File: config.mk
export PLATFORM = sky130hd
export DESIGN_NAME = ps2_mouse_cursor_tracker_unit
export DESIGN_NICKNAME = d
export VERILOG_FILES = /design/src/sv/ps2mct_pkg.sv /design/src/sv/ps2mct_clamp.sv /design/src/sv/ps2_mouse_cursor_tracker_unit.sv
export SDC_FILE = /design/constraint.sdc
export NUM_CORES = 1
export LEC_CHECK = 0
export ABC_AREA = 1
export BUFFER_PORTS_ARGS = -buffer_cell sky130_fd_sc_hd__buf_2
export CORE_UTILIZATION = 37
export CTS_BUF_LIST = sky130_fd_sc_hd__clkbuf_2 sky130_fd_sc_hd__clkbuf_4 sky130_fd_sc_hd__clkbuf_8
export DETAILED_ROUTE_END_ITERATION = 16
export GPL_TIMING_DRIVEN = 0
export PLACE_DENSITY_LB_ADDON = 0.15
export SKIP_CTS_REPAIR_TIMING = 1
export SLEW_MARGIN = 20
export SYNTH_ARGS = -nofsm -noshare
export SYNTH_HDL_FRONTEND = slang
export SYNTH_SLANG_ARGS = --single-unit
export TNS_END_PERCENT = 1
File: constraint.sdc
create_clock -name clk -period 9.11 [get_ports clk]
set_input_delay 0.4555 -clock clk [delete_from_list [all_inputs] [get_ports clk]]
set_output_delay 0.4555 -clock clk [all_outputs]
set_load 0.05 [all_outputs]
File: src/sv/ps2mct_pkg.sv
// Package for the mouse cursor tracker: payload structs, byte phase codes,
// configuration register indexes and reset values. No dependencies.
`timescale 1ns / 1ps

package ps2mct_pkg;

	localparam int COORD_BITS_DEF = 12;
	localparam int OUT_COORD_BITS = 12;
	localparam int CFG_IDX_BITS   = 2;

	typedef logic [OUT_COORD_BITS-1:0] out_coord_t;

	typedef struct packed {
		logic       opcode;
		logic [7:0] rx_byte;
	} item_t;

	typedef struct packed {
		out_coord_t cursor_x;
		out_coord_t cursor_y;
		logic [2:0] buttons;
	} result_t;

	// Opcodes.
	localparam logic OP_RX_BYTE = 1'b0;
	localparam logic OP_INIT    = 1'b1;

	// Byte phase codes within a three-byte packet.
	localparam logic [1:0] PH_HEADER = 2'd0;
	localparam logic [1:0] PH_DX     = 2'd1;
	localparam logic [1:0] PH_DY     = 2'd2;

	// Configuration register indexes.
	localparam logic [CFG_IDX_BITS-1:0] CFG_MAX_X  = 2'd0;
	localparam logic [CFG_IDX_BITS-1:0] CFG_MAX_Y  = 2'd1;
	localparam logic [CFG_IDX_BITS-1:0] CFG_HOME_X = 2'd2;
	localparam logic [CFG_IDX_BITS-1:0] CFG_HOME_Y = 2'd3;

	localparam int MAX_X_RST  = 639;
	localparam int MAX_Y_RST  = 479;
	localparam int HOME_X_RST = 320;
	localparam int HOME_Y_RST = 240;

	localparam logic [2:0] BUTTON_MASK = 3'h7;

endpackage

File: src/sv/ps2mct_clamp.sv
// Adds or subtracts a signed 8-bit mouse delta to a cursor coordinate and
// saturates the sum to 0..limit. Depends on nothing.
`timescale 1ns / 1ps

module ps2mct_clamp #(
	parameter int COORD_BITS = 12
) (
	input  logic [COORD_BITS-1:0] pos,
	input  logic [7:0]            delta,
	input  logic                  subtract,
	input  logic [COORD_BITS-1:0] limit,
	output logic [COORD_BITS-1:0] clamped
);

	// Two extra bits hold the sign and the carry of the sum.
	localparam int SumBits = COORD_BITS + 2;

	logic [SumBits-1:0] pos_ext;
	logic [SumBits-1:0] delta_ext;
	logic [SumBits-1:0] sum;

	assign pos_ext   = {2'b00, pos};
	assign delta_ext = {{(SumBits-8){delta[7]}}, delta};
	assign sum       = subtract ? (pos_ext - delta_ext) : (pos_ext + delta_ext);

	always_comb begin
		if (sum[SumBits-1]) begin
			clamped = '0;
		end else if (sum[SumBits-2:0] > {1'b0, limit}) begin
			clamped = limit;
		end else begin
			clamped = sum[COORD_BITS-1:0];
		end
	end

endmodule

File: src/sv/ps2_mouse_cursor_tracker_unit.sv
// Top level of the mouse cursor tracker: input register, packet decode,
// cursor update and result register. Uses ps2mct_pkg and ps2mct_clamp.
//
// Channel   Direction  Handshake                Payload
// item      in         item_valid / item_stall  ps2mct_pkg::item_t
// result    out        result_valid / result_stall  ps2mct_pkg::result_t
// cfg       in         cfg_wr_en                cfg_index, cfg_data
//
// One item is taken per cycle while item_stall is low. A result leaves
// through the input register, where decode and the add-and-clamp run,
// and then the result register. Reset puts every register but the input
// and result payloads to its reset value at once; no clearing pass.
// A stalled result holds the input register only for an item that itself
// produces a result; other items pass under it.
`timescale 1ns / 1ps

module ps2_mouse_cursor_tracker_unit #(
	parameter int COORD_BITS = ps2mct_pkg::COORD_BITS_DEF
) (
	input  logic                               clk,
	input  logic                               arst_n,
	input  logic                               item_valid,
	output logic                               item_stall,
	input  ps2mct_pkg::item_t                  item,
	output logic                               result_valid,
	input  logic                               result_stall,
	output ps2mct_pkg::result_t                result,
	input  logic                               cfg_wr_en,
	input  logic [ps2mct_pkg::CFG_IDX_BITS-1:0] cfg_index,
	input  logic [COORD_BITS-1:0]              cfg_data
);

	// Configuration registers.
	logic [COORD_BITS-1:0] max_x_q, max_y_q, home_x_q, home_y_q;

	// Input register.
	ps2mct_pkg::item_t item_s1;
	logic              valid_s1;

	// Tracker state.
	logic [1:0]            phase_q, phase_d;
	logic [7:0]            held_dx_q, held_dx_d;
	logic [2:0]            btn_q, btn_d;
	logic [2:0]            prev_btn_q, prev_btn_d;
	logic [COORD_BITS-1:0] pos_x_q, pos_x_d;
	logic [COORD_BITS-1:0] pos_y_q, pos_y_d;

	// Result register.
	ps2mct_pkg::result_t result_q;
	logic                result_valid_q;

	logic                  produce;
	logic                  advance;
	logic                  out_load;
	logic                  moved;
	logic [COORD_BITS-1:0] new_x, new_y;

	always_ff @(posedge clk or negedge arst_n) begin
		if (!arst_n) begin
			max_x_q  <= COORD_BITS'(ps2mct_pkg::MAX_X_RST);
			max_y_q  <= COORD_BITS'(ps2mct_pkg::MAX_Y_RST);
			home_x_q <= COORD_BITS'(ps2mct_pkg::HOME_X_RST);
			home_y_q <= COORD_BITS'(ps2mct_pkg::HOME_Y_RST);
		end else if (cfg_wr_en) begin
			unique case (cfg_index)
				ps2mct_pkg::CFG_MAX_X:  max_x_q  <= cfg_data;
				ps2mct_pkg::CFG_MAX_Y:  max_y_q  <= cfg_data;
				ps2mct_pkg::CFG_HOME_X: home_x_q <= cfg_data;
				ps2mct_pkg::CFG_HOME_Y: home_y_q <= cfg_data;
				default: ;
			endcase
		end
	end

	ps2mct_clamp #(
		.COORD_BITS(COORD_BITS)
	) u_clamp_x (
		.pos     (pos_x_q),
		.delta   (held_dx_q),
		.subtract(1'b0),
		.limit   (max_x_q),
		.clamped (new_x)
	);

	// Screen rows grow downward, so a positive mouse Y moves the cursor up.
	ps2mct_clamp #(
		.COORD_BITS(COORD_BITS)
	) u_clamp_y (
		.pos     (pos_y_q),
		.delta   (item_s1.rx_byte),
		.subtract(1'b1),
		.limit   (max_y_q),
		.clamped (new_y)
	);

	assign moved = (held_dx_q != 8'd0) || (item_s1.rx_byte != 8'd0) ||
		(btn_q != prev_btn_q);

	always_comb begin
		phase_d    = phase_q;
		held_dx_d  = held_dx_q;
		btn_d      = btn_q;
		prev_btn_d = prev_btn_q;
		pos_x_d    = pos_x_q;
		pos_y_d    = pos_y_q;
		produce    = 1'b0;
		if (item_s1.opcode == ps2mct_pkg::OP_INIT) begin
			pos_x_d = home_x_q;
			pos_y_d = home_y_q;
			btn_d   = 3'd0;
		end else begin
			unique case (phase_q)
				ps2mct_pkg::PH_HEADER: begin
					prev_btn_d = btn_q;
					btn_d      = item_s1.rx_byte[2:0] & ps2mct_pkg::BUTTON_MASK;
					phase_d    = ps2mct_pkg::PH_DX;
				end
				ps2mct_pkg::PH_DX: begin
					held_dx_d = item_s1.rx_byte;
					phase_d   = ps2mct_pkg::PH_DY;
				end
				ps2mct_pkg::PH_DY: begin
					phase_d = ps2mct_pkg::PH_HEADER;
					if (moved) begin
						produce = 1'b1;
						pos_x_d = new_x;
						pos_y_d = new_y;
					end
				end
				default: begin
					// The spare phase code drops the byte and resynchronizes.
					phase_d = ps2mct_pkg::PH_HEADER;
				end
			endcase
		end
	end

	assign advance    = valid_s1 && (!produce || !result_valid_q || !result_stall);
	assign out_load   = advance && produce;
	assign item_stall = valid_s1 && !advance;

	always_ff @(posedge clk or negedge arst_n) begin
		if (!arst_n) begin
			valid_s1 <= 1'b0;
		end else if (item_valid && !item_stall) begin
			valid_s1 <= 1'b1;
		end else if (advance) begin
			valid_s1 <= 1'b0;
		end
	end

	always_ff @(posedge clk) begin
		if (item_valid && !item_stall) begin
			item_s1 <= item;
		end
	end

	always_ff @(posedge clk or negedge arst_n) begin
		if (!arst_n) begin
			phase_q    <= ps2mct_pkg::PH_DY;
			held_dx_q  <= 8'd0;
			btn_q      <= 3'd0;
			prev_btn_q <= 3'd0;
			pos_x_q    <= COORD_BITS'(ps2mct_pkg::HOME_X_RST);
			pos_y_q    <= COORD_BITS'(ps2mct_pkg::HOME_Y_RST);
		end else if (advance) begin
			phase_q    <= phase_d;
			held_dx_q  <= held_dx_d;
			btn_q      <= btn_d;
			prev_btn_q <= prev_btn_d;
			pos_x_q    <= pos_x_d;
			pos_y_q    <= pos_y_d;
		end
	end

	always_ff @(posedge clk or negedge arst_n) begin
		if (!arst_n) begin
			result_valid_q <= 1'b0;
		end else if (out_load) begin
			result_valid_q <= 1'b1;
		end else if (!result_stall) begin
			result_valid_q <= 1'b0;
		end
	end

	always_ff @(posedge clk) begin
		if (out_load) begin
			result_q.cursor_x <= ps2mct_pkg::out_coord_t'(new_x);
			result_q.cursor_y <= ps2mct_pkg::out_coord_t'(new_y);
			result_q.buttons  <= btn_q;
		end
	end

	assign result_valid = result_valid_q;
	assign result       = result_q;

`ifndef SYNTHESIS
	// A new result never overwrites one that is still waiting.
	assert property (@(posedge clk) disable iff (!arst_n)
		out_load |-> (!result_valid_q || !result_stall))
		else $error("result register overwritten while stalled");

	// A loaded result is presented in the next cycle.
	assert property (@(posedge clk) disable iff (!arst_n)
		out_load |=> result_valid_q)
		else $error("loaded result not presented");

	// After a movement the kept cursor lies within the limits.
	assert property (@(posedge clk) disable iff (!arst_n)
		out_load |=> (pos_x_q <= max_x_q) && (pos_y_q <= max_y_q))
		else $error("cursor outside limits after movement");

	// The init opcode puts the cursor home and clears the buttons.
	assert property (@(posedge clk) disable iff (!arst_n)
		(advance && item_s1.opcode == ps2mct_pkg::OP_INIT) |=>
		(btn_q == 3'd0) && (pos_x_q == $past(home_x_q)) &&
		(pos_y_q == $past(home_y_q)))
		else $error("init opcode did not home the cursor");
`endif

endmodule

# Word level (Yosys, flattened, before mapping)
# Cells that the tools add are included.
dict set report classes {
  add_sub_neg 2
  n_lt_le_gt_ge 2
  n_eq_ne 7
  mux 20
  n_bitwise 1
  n_reduce_logical 30
}
# cell n
set op_table {}
lappend op_table {{12-bit two-way mux} 10}
lappend op_table {{13-bit by 12-bit greater-than comparator with 1-bit output} 2}
lappend op_table {{8-bit nonzero test} 2}
lappend op_table {{13-bit by 8-bit adder with 14-bit output} 1}
lappend op_table {{13-bit by 8-bit subtractor with 14-bit output} 1}
lappend op_table {{2-bit AND reduction} 6}
lappend op_table {{3-bit AND reduction} 3}
lappend op_table {{2-bit nonzero test} 4}
lappend op_table {{1-bit two-way mux} 7}
lappend op_table {{2-bit == test, second input constant} 3}
lappend op_table {{3-bit two-way mux} 2}
lappend op_table {{1-bit zero test} 5}
lappend op_table {{2-bit by 1-bit == test with 1-bit output, second input constant} 2}
lappend op_table {{1-bit logical AND} 4}
lappend op_table {{2-bit zero test} 2}
lappend op_table {{1-bit logical OR} 4}
lappend op_table {{2-bit case mux with 2 select lines} 1}
lappend op_table {{3-bit inequality test} 1}
lappend op_table {{2-bit by 1-bit inequality test with 1-bit output, second input constant} 1}
lappend op_table {{1-bit inverter} 1}
dict set report word_totals {
  ff_bits 126
  input_bits 28
  out_inout_bits 29
  wordCells 79
}

# Depth between registers and ports, before layout
# Gate-level depths: netlist of the first run.
dict set report depth {
  word_depth 15
  ltp_mapped 23
  depth_no_buf 22
}

# Modules after synthesis
# A second synthesis of the first run with hierarchy kept.
dict set report unflattened {
  cells_unflattened 1017
  area_unflattened_um2 7847.5
}
# mod n_inst cells_each area_each_um2
set by_module_without_submodules {}
lappend by_module_without_submodules {ps2_mouse_cursor_tracker_unit 1 523 5124.9}
lappend by_module_without_submodules {ps2mct_clamp 2 247 1361.3}

# Worst setup path before layout of the first run
# No wires, ideal clock.
dict set report synth_timing {
  kind {reg2reg}
  from {register item_s1[0] in the netlist's numbering}
  to {register result_q (netlist bit result[11]) (data pin)}
  t_arrival_ns 2.941
  t_required_ns 8.860
  slack_ns 5.919
  path_stages_with_launch 19
  path_cell_list {edfxtp_1 -> ha_1 -> fa_1 -> o21ai_2 -> a21oi_1 -> o21ai_0 -> xnor2_1 -> inv_1 -> ha_1 -> nand2_1 -> nor2_1 -> nand3_1 -> nor2_1 -> nand3b_4 -> nand2_4 -> buf_12 -> nand2_1 -> nand3_2 -> inv_1}
}
dict set report synth_between {
  elab_chain_cells 4
}
# item line_no
set synth_rtl {}
lappend synth_rtl {{from (decl)} ps2_mouse_cursor_tracker_unit.sv:37} ;# ps2mct_pkg::item_t item_s1;
lappend synth_rtl {{from (signal assigned)} ps2_mouse_cursor_tracker_unit.sv:154} ;# item_s1 <= item;
lappend synth_rtl {{13-bit by 8-bit subtractor with 14-bit output (*)} ps2mct_clamp.sv:24} ;# assign sum = subtract ? (pos_ext - delta_ext) : (pos_ext + delta_ext);
lappend synth_rtl {{13-bit by 12-bit greater-than comparator with 1-bit output} ps2mct_clamp.sv:29} ;# end else if (sum[SumBits-2:0] > {1'b0, limit}) begin
lappend synth_rtl {{12-bit two-way mux} ps2mct_clamp.sv:29}
lappend synth_rtl {{12-bit two-way mux (*)} ps2mct_clamp.sv:27} ;# if (sum[SumBits-1]) begin
lappend synth_rtl {{net new_y[8]} ps2_mouse_cursor_tracker_unit.sv:56} ;# logic [COORD_BITS-1:0] new_x, new_y;
lappend synth_rtl {{to (decl)} ps2_mouse_cursor_tracker_unit.sv:49} ;# ps2mct_pkg::result_t result_q;
# The timed path passes the listed nets; every way through them passes the cells marked *.
# A chain may end at the register's enable or synchronous reset.

# Worst setup path in the final report of the first run
dict set report layout_timing {
  from {register item_s1[0] in the netlist's numbering}
  to {register pos_y_q[9]}
}
dict set report layout_between {
  elab_chain_cells 11
  word_cells_on_any_way 19
  cone_classes {add/sub: 1; order compare: 1; mux: 8; reduce/logical: 9}
}
# item line_no
set layout_rtl {}
lappend layout_rtl {{parallel branches: the longest is 11 deep, another holds 13-bit by 8-bit subtractor with 14-bit output} --}
lappend layout_rtl {{to (signal assigned)} ps2_mouse_cursor_tracker_unit.sv:165} ;# pos_y_q <= COORD_BITS'(ps2mct_pkg::HOME_Y_RST);
lappend layout_rtl {{to (signal assigned)} ps2_mouse_cursor_tracker_unit.sv:172} ;# pos_y_q <= pos_y_d;
lappend layout_rtl {{to (decl)} ps2_mouse_cursor_tracker_unit.sv:46} ;# logic [COORD_BITS-1:0] pos_y_q, pos_y_d;
# Several ways; the timed one is not identified. The select of a mux whose other input is x is not followed.

==> results.sh, run 1 <==
export IMPL_status="completed"
export IMPL_ant_nets=0
export IMPL_drt_first_pass_iters=5
export IMPL_clk_pin_slew_ns=0.08
export IMPL_die_area_sq_um=21300
export IMPL_critical_path_slowest_cell="edfxtp_1"
export IMPL_insertion_delay_ns=0.46
export IMPL_critPathMaxStageDelay_ns=0.50
export IMPL_yosysUniqueCellTypes=40
export IMPL_min_period_over_period_pct=41.9
export IMPL_synth_fa_ha_area_share_pct=8.66
export IMPL_io_buffers=56
export IMPL_ys_async_sr_fraction_pct=71.4
export IMPL_cpMostUsedCell="nand2_1"
export IMPL_timing_final_ws_setup_ns=5.30
export IMPL_worst_pin_slew_ns=0.555
export IMPL_max_cap_viol_count=0
export IMPL_cts_tree="yes"
export IMPL_path_cells="ha_1, fa_1, o21ai_2, a21oi_1, o21ai_0, xnor2_1, inv_1, ha_1, nand2_1, nor2_1, nand3_1, nor2_1, nand3b_4, nand2_4, buf_12, nand2_1, nand3_2, nand2_1, nand2_1, nand2_1"
export IMPL_maxSlewHeadroom_pct=63.0
export IMPL_ios=57
export IMPL_cp_end_kind="register"
export IMPL_syn_to_final_growth_pct=15.0
export IMPL_pre_cts_ws_ns=5.31
export IMPL_final_layout_size_suffix_gt1_share_pct=18.5
export IMPL_required_ns=9.45
export IMPL_synth_compound_area_share_pct=7.59
export IMPL_grt_usage_pct=19.9
export IMPL_antenna_found_initial=0
export IMPL_clockBufferDepth=2
export IMPL_grt_max_degree=52
export IMPL_fin_util_pct=43.5
export IMPL_total_power_w=0.00324
export IMPL_finalSetupTns_ns=0
export IMPL_worst_r2r_endpoint="pos_y_q[9]"
export IMPL_min_path_type="input pin to register"
export IMPL_drv_slew=0
export IMPL_wl_per_cell_um=15.3
export IMPL_synth_main_ff_cell="dfrtp_1"
export IMPL_grt_pass1_wl_um=32400
export IMPL_cp_endpoint="pos_y_q[9]"
export IMPL_cts_buffers=17
export IMPL_totalWireLength_um=20100
export IMPL_die_h_um=146
export IMPL_holdPathStages=1
export IMPL_min_period_ns=3.81
export IMPL_synth_top_family_by_area="simple AND/OR/NAND/NOR gates"
export IMPL_start_util_pct=37.9
export IMPL_syn_avg_cell_area_sq_um=8.05
export IMPL_timing_rr_start="item_s1[0]"
export IMPL_diodes=0
export IMPL_synth_area_mux_share_pct=0
export IMPL_vias=6249
export IMPL_synth_enable_flop_cells=36
export IMPL_drc_errors=0
export IMPL_ir_worst_vdd_mv=0.154
export IMPL_p_per_area_nw_per_um2=366
export IMPL_grt_pass1_vias=5999
export IMPL_clock_sinks=126
export IMPL_cp_startpoint="item_s1[0]"
export IMPL_grt_overflow_total=0
export IMPL_cts_htree_levels=4
export IMPL_path_depth=20
export IMPL_fin_nets=1112
export IMPL_reg2reg_setup_slack_ns=5.30
export IMPL_die_width_um=146
export IMPL_post_place_cells=1282
export IMPL_r2r_cells=20
export IMPL_startpoint_type="register"
export IMPL_fmax_mhz=262
export IMPL_seq_area_frac_synth_pct=43.9
export IMPL_worstPathArrival_ns=4.15
export IMPL_crit_family="simple AND/OR/NAND/NOR gates"
export IMPL_hold_viol_final=0
export IMPL_worst_path_buf_inv=2
export IMPL_syn_nets=1034
export IMPL_syn_area_sq_um=7680
export IMPL_critPathKind="register to register"
export IMPL_via_per_inst=4.75
export IMPL_setup_viol=0
export IMPL_rows=52
export IMPL_path_max_fanout=10
export IMPL_fin_skew_ns=0.0149
export IMPL_synth_seq_cells=126
export IMPL_first_iter_violations=323
export IMPL_synthXorXnorAreaFrac_pct=2.38
export IMPL_rsz0062_at_grt="false"
export IMPL_routabilityCongestion=0.812
export IMPL_hpwl_um=15600
export IMPL_synth_cells=954
export IMPL_core_area_sq_um=20300
export IMPL_instances_no_fill=1315
export IMPL_ys_warnings_count=0
export IMPL_cts_root_buffer="clkbuf_8"
export IMPL_p_leak_nw=4.64
export IMPL_synth_simple_area_share_pct=27.7
routing by layer:
layer  GRT usage (%)  wire, um  vias to the layer above
li1                -         -                     3193
met1            29.8     10400                     2905
met2            29.1      8530                      136
met3            3.84       905                       15
met4            5.10       252                        0
met5               0         0                        -
state kept, by name (all words and copies together) (netlist names):
| name | count |
|---|---|
| btn_q | 3 |
| held_dx_q | 8 |
| home_x_q | 12 |
| home_y_q | 12 |
| item_s1 | 9 |
| max_x_q | 12 |
| max_y_q | 12 |
| phase_q | 2 |
| pos_x_q | 12 |
| pos_y_q | 12 |
| prev_btn_q | 3 |
| result | 27 |
| result_valid | 1 |
| valid_s1 | 1 |
placed cells by master, fill, tap and decap left out, drive strengths merged, types with 4 or more instances in the layout:
| cell type | netlist | routed |
|---|---|---|
| xnor2 | 5 | 5 |
| ha | 50 | 50 |
| nand4 | 19 | 19 |
| nand3 | 65 | 65 |
| inv | 149 | 154 |
| xor2 | 15 | 15 |
| dfrtp | 61 | 61 |
| a21oi | 25 | 25 |
| nor3 | 5 | 5 |
| o21ai | 68 | 68 |
| nand2 | 300 | 300 |
| nor2 | 81 | 81 |
| buf | 17 | 75 |
| dfstp | 29 | 29 |
| clkbuf | 11 | 29 |
| o211ai | 4 | 4 |
| edfxtp | 36 | 36 |
| bufinv | 0 | 4 |
worst register-to-register path, cell delays in order (launching register included):
cell and delay [ns]:
edfxtp_1 0.50, ha_1 0.30, fa_1 0.45, o21ai_2 0.24, a21oi_1 0.14, o21ai_0 0.23, xnor2_1 0.23, inv_1 0.08
ha_1 0.30, nand2_1 0.06, nor2_1 0.14, nand3_1 0.08, nor2_1 0.19, nand3b_4 0.14, nand2_4 0.11, buf_12 0.13
nand2_1 0.07, nand3_2 0.08, nand2_1 0.05, nand2_1 0.12, nand2_1 0.07
worst min path at each step:
stage          startpoint    endpoint
2_1_floorplan      arst_n    btn_q[0]
3_3_place_gp   pos_y_q[5]  pos_y_q[5]
3_5_place_dp       arst_n  pos_x_q[9]
4_1_cts            arst_n  pos_x_q[9]
5_1_grt           item[2]  item_s1[2]
6_report          item[0]  item_s1[0]
power breakdown:
part           switching [W]  internal [W]
Sequential         0.0000976      0.000762
Clock               0.000251      0.000312
Combinational        0.00117      0.000641
Total                0.00152       0.00172
final cells by class:
class | instances | area [sq um]
Fill cell | 2090 | 11500
Multi-Input combinational cell | 651 | 3570
Sequential cell | 126 | 3370
Inverter | 149 | 559
Timing Repair Buffer | 59 | 352
Tap cell | 270 | 338
Clock buffer | 18 | 248
Clock inverter | 14 | 206
Buffer | 28 | 195
cells by family (layout without fill, tap and decap cells):
| kind of cell | count (synthesis) | after routing |
|---|---|---|
| adder cells (fa/ha/maj) | 52 | 52 |
| flip-flops | 126 | 126 |
| AO/OA/AOI/OAI | 104 | 104 |
| buffers and inverters | 177 | 268 |
| AND/OR/NAND/NOR | 475 | 475 |
| XOR/XNOR | 20 | 20 |
cell usage after synthesis (19+ instances only):
cell | n | share of area, %
o21ai_0 | 63 | 4.1
nand4_1 | 19 | 1.5
nand3_1 | 40 | 2.6
inv_1 | 147 | 7.2
nand2_1 | 281 | 14
dfrtp_1 | 61 | 20
edfxtp_1 | 36 | 14
ha_1 | 50 | 8.1
nand3_2 | 25 | 3.3
dfstp_2 | 29 | 9.9
nor2_1 | 81 | 4.0
a21oi_1 | 22 | 1.4
metrics by stage:
stage	hold WS, ns	cell area (sq um)
2_1_floorplan	0.160	7680
3_3_place_gp	0.459	8300
3_5_place_dp	0.413	8370
4_1_cts	-0.0949	8820
5_1_grt	0.144	8830
6_report	0.171	8830
(Power assumes the default switching activity.)
==> run 2: changes to the inputs <==
==> constraint.sdc (replaced) <==
create_clock -name clk -period 3.95 [get_ports clk]
set_input_delay 0.1975 -clock clk [delete_from_list [all_inputs] [get_ports clk]]
set_output_delay 0.1975 -clock clk [all_outputs]
set_load 0.05 [all_outputs]
==> run 2 against run 1 <==
The flow now finishes with violations (negative hold slack). Utilization is 0.51 points higher. Worst hold slack got worse by 0.18 ns. Critical path type unchanged. Sequential share of layout area is 0.44 points lower.
==> results.sh, run 2 (synthesized netlist as in run 1, its figures left out) <==
export IMPL_hold_ws_ns=-0.0118
export IMPL_drc_errors=0
export IMPL_ios=57
export IMPL_fin_skew_ns=0.0144
export IMPL_required_ns=4.29
export IMPL_violations="negative hold slack"
export IMPL_grt_overflow_total=0
export IMPL_rows=52
export IMPL_start_util_pct=37.9
export IMPL_finalSetupTns_ns=0
export IMPL_ir_worst_vdd_mv=0.365
export IMPL_cp_end_kind="register"
export IMPL_fin_util_pct=44.0
export IMPL_max_cap_viol_count=0
export IMPL_min_period_over_period_pct=94.1
export IMPL_instances_no_fill=1325
export IMPL_clk_pin_slew_ns=0.08
export IMPL_largest_reg_flops=27
export IMPL_routabilityCongestion=0.812
export IMPL_drt_first_pass_iters=6
export IMPL_first_iter_violations=326
export IMPL_cts_htree_levels=4
export IMPL_clockBufferDepth=2
export IMPL_mostFrequentLayoutCells="nand2_1, inv_1, nor2_1"
export IMPL_rsz0062_at_grt="true"
export IMPL_critPathKind="register to register"
export IMPL_setup_viol=0
export IMPL_grt_max_degree=52
export IMPL_grt_pass1_wl_um=32400
export IMPL_hpwl_um=15600
export IMPL_min_path_type="input pin to register"
export IMPL_totalWireLength_um=20300
export IMPL_clock_sinks=126
export IMPL_io_buffers=56
export IMPL_antenna_found_initial=0
export IMPL_cts_tree="yes"
export IMPL_path_max_fanout=10
export IMPL_status="complete, but fails checks"
export IMPL_vias=6298
export IMPL_insertion_delay_ns=0.46
export IMPL_drv_slew=0
export IMPL_grt_pass1_vias=5999
export IMPL_syn_to_final_growth_pct=16.3
export IMPL_p_leak_nw=4.68
export IMPL_die_h_um=146
export IMPL_post_place_cells=1282
export IMPL_maxSlewHeadroom_pct=63.1
export IMPL_timing_final_ws_setup_ns=0.234
export IMPL_final_common_cell="nand2_1"
export IMPL_startpoint_type="register"
export IMPL_ant_nets=0
export IMPL_hold_viol_final=1
export IMPL_die_width_um=146
export IMPL_worstPathArrival_ns=4.05
export IMPL_pre_cts_ws_ns=0.150
export IMPL_wl_per_cell_um=15.3
export IMPL_die_area_sq_um=21300
export IMPL_diodes=0
export IMPL_min_period_ns=3.72
export IMPL_cts_root_buffer="clkbuf_8"
export IMPL_via_per_inst=4.75
export IMPL_p_per_area_nw_per_um2=839
export IMPL_fmax_mhz=269
export IMPL_cts_buffers=17
export IMPL_core_area_sq_um=20300
export IMPL_final_layout_size_suffix_gt1_share_pct=18.5
export IMPL_grt_usage_pct=19.9
export IMPL_worst_pin_slew_ns=0.554
export IMPL_fin_nets=1122
==> run 2: changes by cell type in the layout (fill, tap and decap cells not counted), sizes merged <==
cell         previous run  this run
dlygate4sd3             1        11
==> run 2: cell type report <==
| type | instances | area [sq um] |
|---|---|---|
| Timing Repair Buffer | 69 | 452 |
| Clock buffer | 18 | 248 |
| Sequential cell | 126 | 3370 |
| Clock inverter | 14 | 206 |
| Tap cell | 270 | 338 |
| Fill cell | 2077 | 11400 |
| Multi-Input combinational cell | 651 | 3570 |
| Inverter | 149 | 559 |
| Buffer | 28 | 196 |
==> run 2: final timing paths <==
check,from,end,slack (ns),cells after the start
max,item_s1[0],pos_y_q[9],0.23,19
min,result_stall,result_valid,-0.01,3
max reg2reg,item_s1[0],pos_y_q[9],0.23,19
min reg2reg,pos_y_q[6],pos_y_q[6],0.47,2
max in group asynchronous,arst_n,max_y_q[7],3.07,3
min in group asynchronous,arst_n,pos_x_q[9],0.22,2
==> run 2: through the flow <==
step / total power, W / instance area (sq um)
global placement: 0.00613 / 8300
detailed placement: 0.00618 / 8370
floorplan: 0.00512 / 7680
finish: 0.00750 / 8940
global route: 0.00817 / 8940
CTS: 0.00751 / 8820
==> run 2: worst max-delay path, cell delays in order, from the launching register on <==
cell and delay, ns:
edfxtp_1 0.50, ha_1 0.29, fa_1 0.45, o21ai_2 0.22, a21oi_1 0.14, o21ai_1 0.18, xnor2_1 0.23, inv_1 0.09
ha_1 0.30, a21oi_1 0.13, o21ai_0 0.10, a21oi_1 0.23, o211ai_4 0.13, nand2_4 0.10, buf_12 0.13, nand2_1 0.07
nand3_2 0.08, nand2_1 0.05, nand2_1 0.11, nand2_1 0.07
==> run 2: metal layers <==
layer	wire length (um)	share of wire [%]	global-route usage [%]	up-vias
met2	8700	43	29.1	137
met3	798	3.9	3.84	16
met5	0	0	0	-
met4	249	1.2	5.10	0
met1	10500	52	29.8	2936
li1	-	-	-	3209
==> run 2: power breakdown <==
group          internal (W)  switching (W)  total, W
clock network      0.000719       0.000581   0.00130
registers           0.00176       0.000225   0.00198
logic               0.00149        0.00272   0.00421
==> run 3: changes to the inputs <==
--- a/config.mk
+++ b/config.mk
@@ -7,7 +7,7 @@
 export LEC_CHECK = 0
 export ABC_AREA = 1
 export BUFFER_PORTS_ARGS = -buffer_cell sky130_fd_sc_hd__buf_2
-export CORE_UTILIZATION = 37
+export CORE_UTILIZATION = 40
 export CTS_BUF_LIST = sky130_fd_sc_hd__clkbuf_2 sky130_fd_sc_hd__clkbuf_4 sky130_fd_sc_hd__clkbuf_8
 export DETAILED_ROUTE_END_ITERATION = 16
 export GPL_TIMING_DRIVEN = 0
@@ -16,5 +16,6 @@
 export SLEW_MARGIN = 20
 export SYNTH_ARGS = -nofsm -noshare
 export SYNTH_HDL_FRONTEND = slang
+export SYNTH_HIERARCHICAL = 1
 export SYNTH_SLANG_ARGS = --single-unit
 export TNS_END_PERCENT = 1
==> run 3 against run 2 <==
Critical path type unchanged. Via count rose by 8.9%. Power rose by 22%. Clock power fell by 10%. First-iteration DRC count rose by 21%. Utilization rose by 7.4 points. Wire length rose by 5.6%. Combinational power rose by 42%. The flow finishes with violations (negative setup slack).
==> results.sh, run 3 <==
export IMPL_status="complete, but fails checks"
export IMPL_violations="negative setup slack"
export IMPL_ys_async_sr_fraction_pct=71.4
export IMPL_cts_tree="yes"
export IMPL_finalSetupTns_ns=-0.0149
export IMPL_start_util_pct=41.4
export IMPL_ant_nets=0
export IMPL_min_period_ns=3.96
export IMPL_syn_avg_cell_area_sq_um=7.72
export IMPL_synth_commonest_cells="nand2_1, inv_1, o21ai_0, nand3_1, dfrtp_1"
export IMPL_post_place_cells=1351
export IMPL_worstPathArrival_ns=4.37
export IMPL_p_per_area_nw_per_um2=940
export IMPL_antenna_found_initial=0
export IMPL_r2r_cells=30
export IMPL_hpwl_um=15800
export IMPL_fmax_mhz=252
export IMPL_holdPathStages=3
export IMPL_required_ns=4.36
export IMPL_timing_rr_start="held_dx_q[0]"
export IMPL_insertion_delay_ns=0.47
export IMPL_synth_main_ff_cell="dfrtp_1"
export IMPL_hold_end="max_y_q[2]"
export IMPL_grt_busiest_layer="met2"
export IMPL_critPathKind="register to register"
export IMPL_mostFrequentLayoutCells="nand2_1, inv_1, o21ai_0"
export IMPL_cts_buffers=17
export IMPL_core_area_sq_um=19000
export IMPL_seq_area_frac_synth_pct=42.9
export IMPL_largest_reg_flops=27
export IMPL_wl_per_cell_um=15.1
export IMPL_startpoint_type="register"
export IMPL_max_cap_viol_count=0
export IMPL_fin_skew_ns=0.0115
export IMPL_rows=50
export IMPL_syn_area_sq_um=7850
export IMPL_ys_warnings_count=6
export IMPL_cpMostUsedCell="nand2_1"
export IMPL_die_h_um=142
export IMPL_final_layout_size_suffix_gt1_share_pct=24.5
export IMPL_clock_sinks=126
export IMPL_path_max_fanout=5
export IMPL_hold_viol_final=0
export IMPL_drc_errors=0
export IMPL_die_area_sq_um=20200
export IMPL_instances_no_fill=1422
export IMPL_first_iter_violations=393
export IMPL_timing_final_ws_setup_ns=-0.0149
export IMPL_p_leak_nw=4.79
export IMPL_seq_area_sq_um=3370
export IMPL_grt_met2_usage_pct=36.3
export IMPL_synth_cells=1017
export IMPL_critPathMaxStageDelay_ns=0.43
export IMPL_worst_r2r_endpoint="pos_x_q[5]"
export IMPL_reg2reg_setup_slack_ns=-0.01
export IMPL_clk_pin_slew_ns=0.08
export IMPL_maxSlewHeadroom_pct=59.1
export IMPL_worst_path_buf_inv=4
export IMPL_io_buffers=56
export IMPL_min_delay_start="cfg_data[2]"
export IMPL_pre_cts_ws_ns=-0.771
export IMPL_min_period_over_period_pct=100
export IMPL_syn_to_final_growth_pct=24.3
export IMPL_grt_pass1_vias=6457
export IMPL_critical_path_slowest_cell="dfrtp_1"
export IMPL_totalWireLength_um=21400
export IMPL_grt_usage_pct=21.9
export IMPL_met3_usage_pct=4.10
export IMPL_placed_cell_area_sq_um=8580
export IMPL_multiInputGateArea_sq_um=4330
export IMPL_final_common_cell="nand2_1"
export IMPL_cts_htree_levels=4
export IMPL_grt_overflow_total=0
export IMPL_yosysTopAreaCellShare_pct=19.5
export IMPL_cts_root_buffer="clkbuf_8"
export IMPL_vias=6860
export IMPL_drv_slew=0
export IMPL_synth_most_common_cell="nand2_1"
export IMPL_nFillCells=1855
export IMPL_crit_family="simple AND/OR/NAND/NOR gates"
export IMPL_ios=57
export IMPL_synth_area_leader_cell="dfrtp_1"
export IMPL_grt_max_degree=69
export IMPL_diodes=0
export IMPL_routabilityCongestion=0.879
export IMPL_cp_end_kind="register"
export IMPL_drt_first_pass_iters=5
export IMPL_die_width_um=142
export IMPL_min_path_type="input pin to register"
export IMPL_grtUsageMet1_pct=28.9
export IMPL_clockBufferDepth=2
export IMPL_via_per_inst=4.82
export IMPL_worst_pin_slew_ns=0.609
export IMPL_final_area_sq_um=9750
export IMPL_yosysUniqueCellTypes=37
export IMPL_synth_area_leaders="dfrtp_1, nand2_1, edfxtp_1"
export IMPL_ir_worst_vdd_mv=0.393
export IMPL_setup_viol=1
export IMPL_grt_pass1_wl_um=33300
export IMPL_synth_enable_flop_cells=36
export IMPL_fin_nets=1229
export IMPL_rsz0062_at_grt="true"
export IMPL_synth_seq_cells=126
[run 3: cell types whose count changed after synthesis, moves of 13 or more]
cell / change
inv_1: -29
nand4_1: -18
nor2_1: -22
a21oi_1: +22
nand3_1: +31
nand3_2: -15
nand2_2: -13
nand2_1: +69
[run 3: worst max path at each step]
stage | endpoint | depth (start not counted) | slack, ns | start
floorplan | pos_x_q[0] | 30 | 0.09 | held_dx_q[0]
global placement | pos_x_q[0] | 30 | -0.76 | held_dx_q[2]
detailed placement | pos_x_q[0] | 30 | -0.77 | held_dx_q[2]
CTS | pos_x_q[0] | 30 | -0.80 | held_dx_q[2]
global route | pos_x_q[9] | 30 | -0.34 | held_dx_q[0]
finish | pos_x_q[5] | 30 | -0.01 | held_dx_q[0]
[run 3: layout make-up]
type	instances	share of cell area (%)
buffer	29	1.91
clock buffer	18	2.48
clock inverter	14	1.62
tap	260	3.34
multi-input combinational	751	44.4
sequential	126	34.5
timing repair buffer	97	6.85
inverter	127	4.91
[run 3: where the power goes]
part | leakage, nW | internal (W) | switching (W) | total [W]
Clock | 0.208 | 0.000580 | 0.000588 | 0.00117
Sequential | 1.42 | 0.00177 | 0.000261 | 0.00203
Combinational | 3.17 | 0.00236 | 0.00361 | 0.00597
[run 3: cells by family (layout without fill, tap and decap cells)]
family | count (synthesis) | count (layout) | synth area share, %
AND/OR/NAND/NOR | 510 | 510 | 27.2
other | 2 | 18 | 0.0957
flip-flops | 126 | 126 | 42.9
buffers and inverters | 156 | 285 | 8.20
XOR/XNOR | 36 | 36 | 4.21
adder cells (fa/ha/maj) | 52 | 52 | 8.48
AO/OA/AOI/OAI | 135 | 135 | 8.83
[run 3: through the flow]
| stage | util, % | power [W] | hold WS, ns |
|---|---|---|---|
| floorplan | - | 0.00553 | -0.0981 |
| global placement | 44.9 | 0.00667 | 0.382 |
| detailed placement | 45.3 | 0.00671 | 0.0785 |
| CTS | 47.4 | 0.00792 | -0.427 |
| global route | 51.5 | 0.00999 | 0.0472 |
| finish | 51.5 | 0.00917 | 0.0638 |
[run 3: per-layer routing]
metal,routed length (um),vias up
met5,0,-
met2,10500,121
met4,395,0
li1,-,3504
met3,616,30
met1,9930,3205
[run 3: tightest hold or removal path, stage by stage]
cell	delay (ns)
buf_2	0.10
inv_1	0.12
o21ai_0	0.11
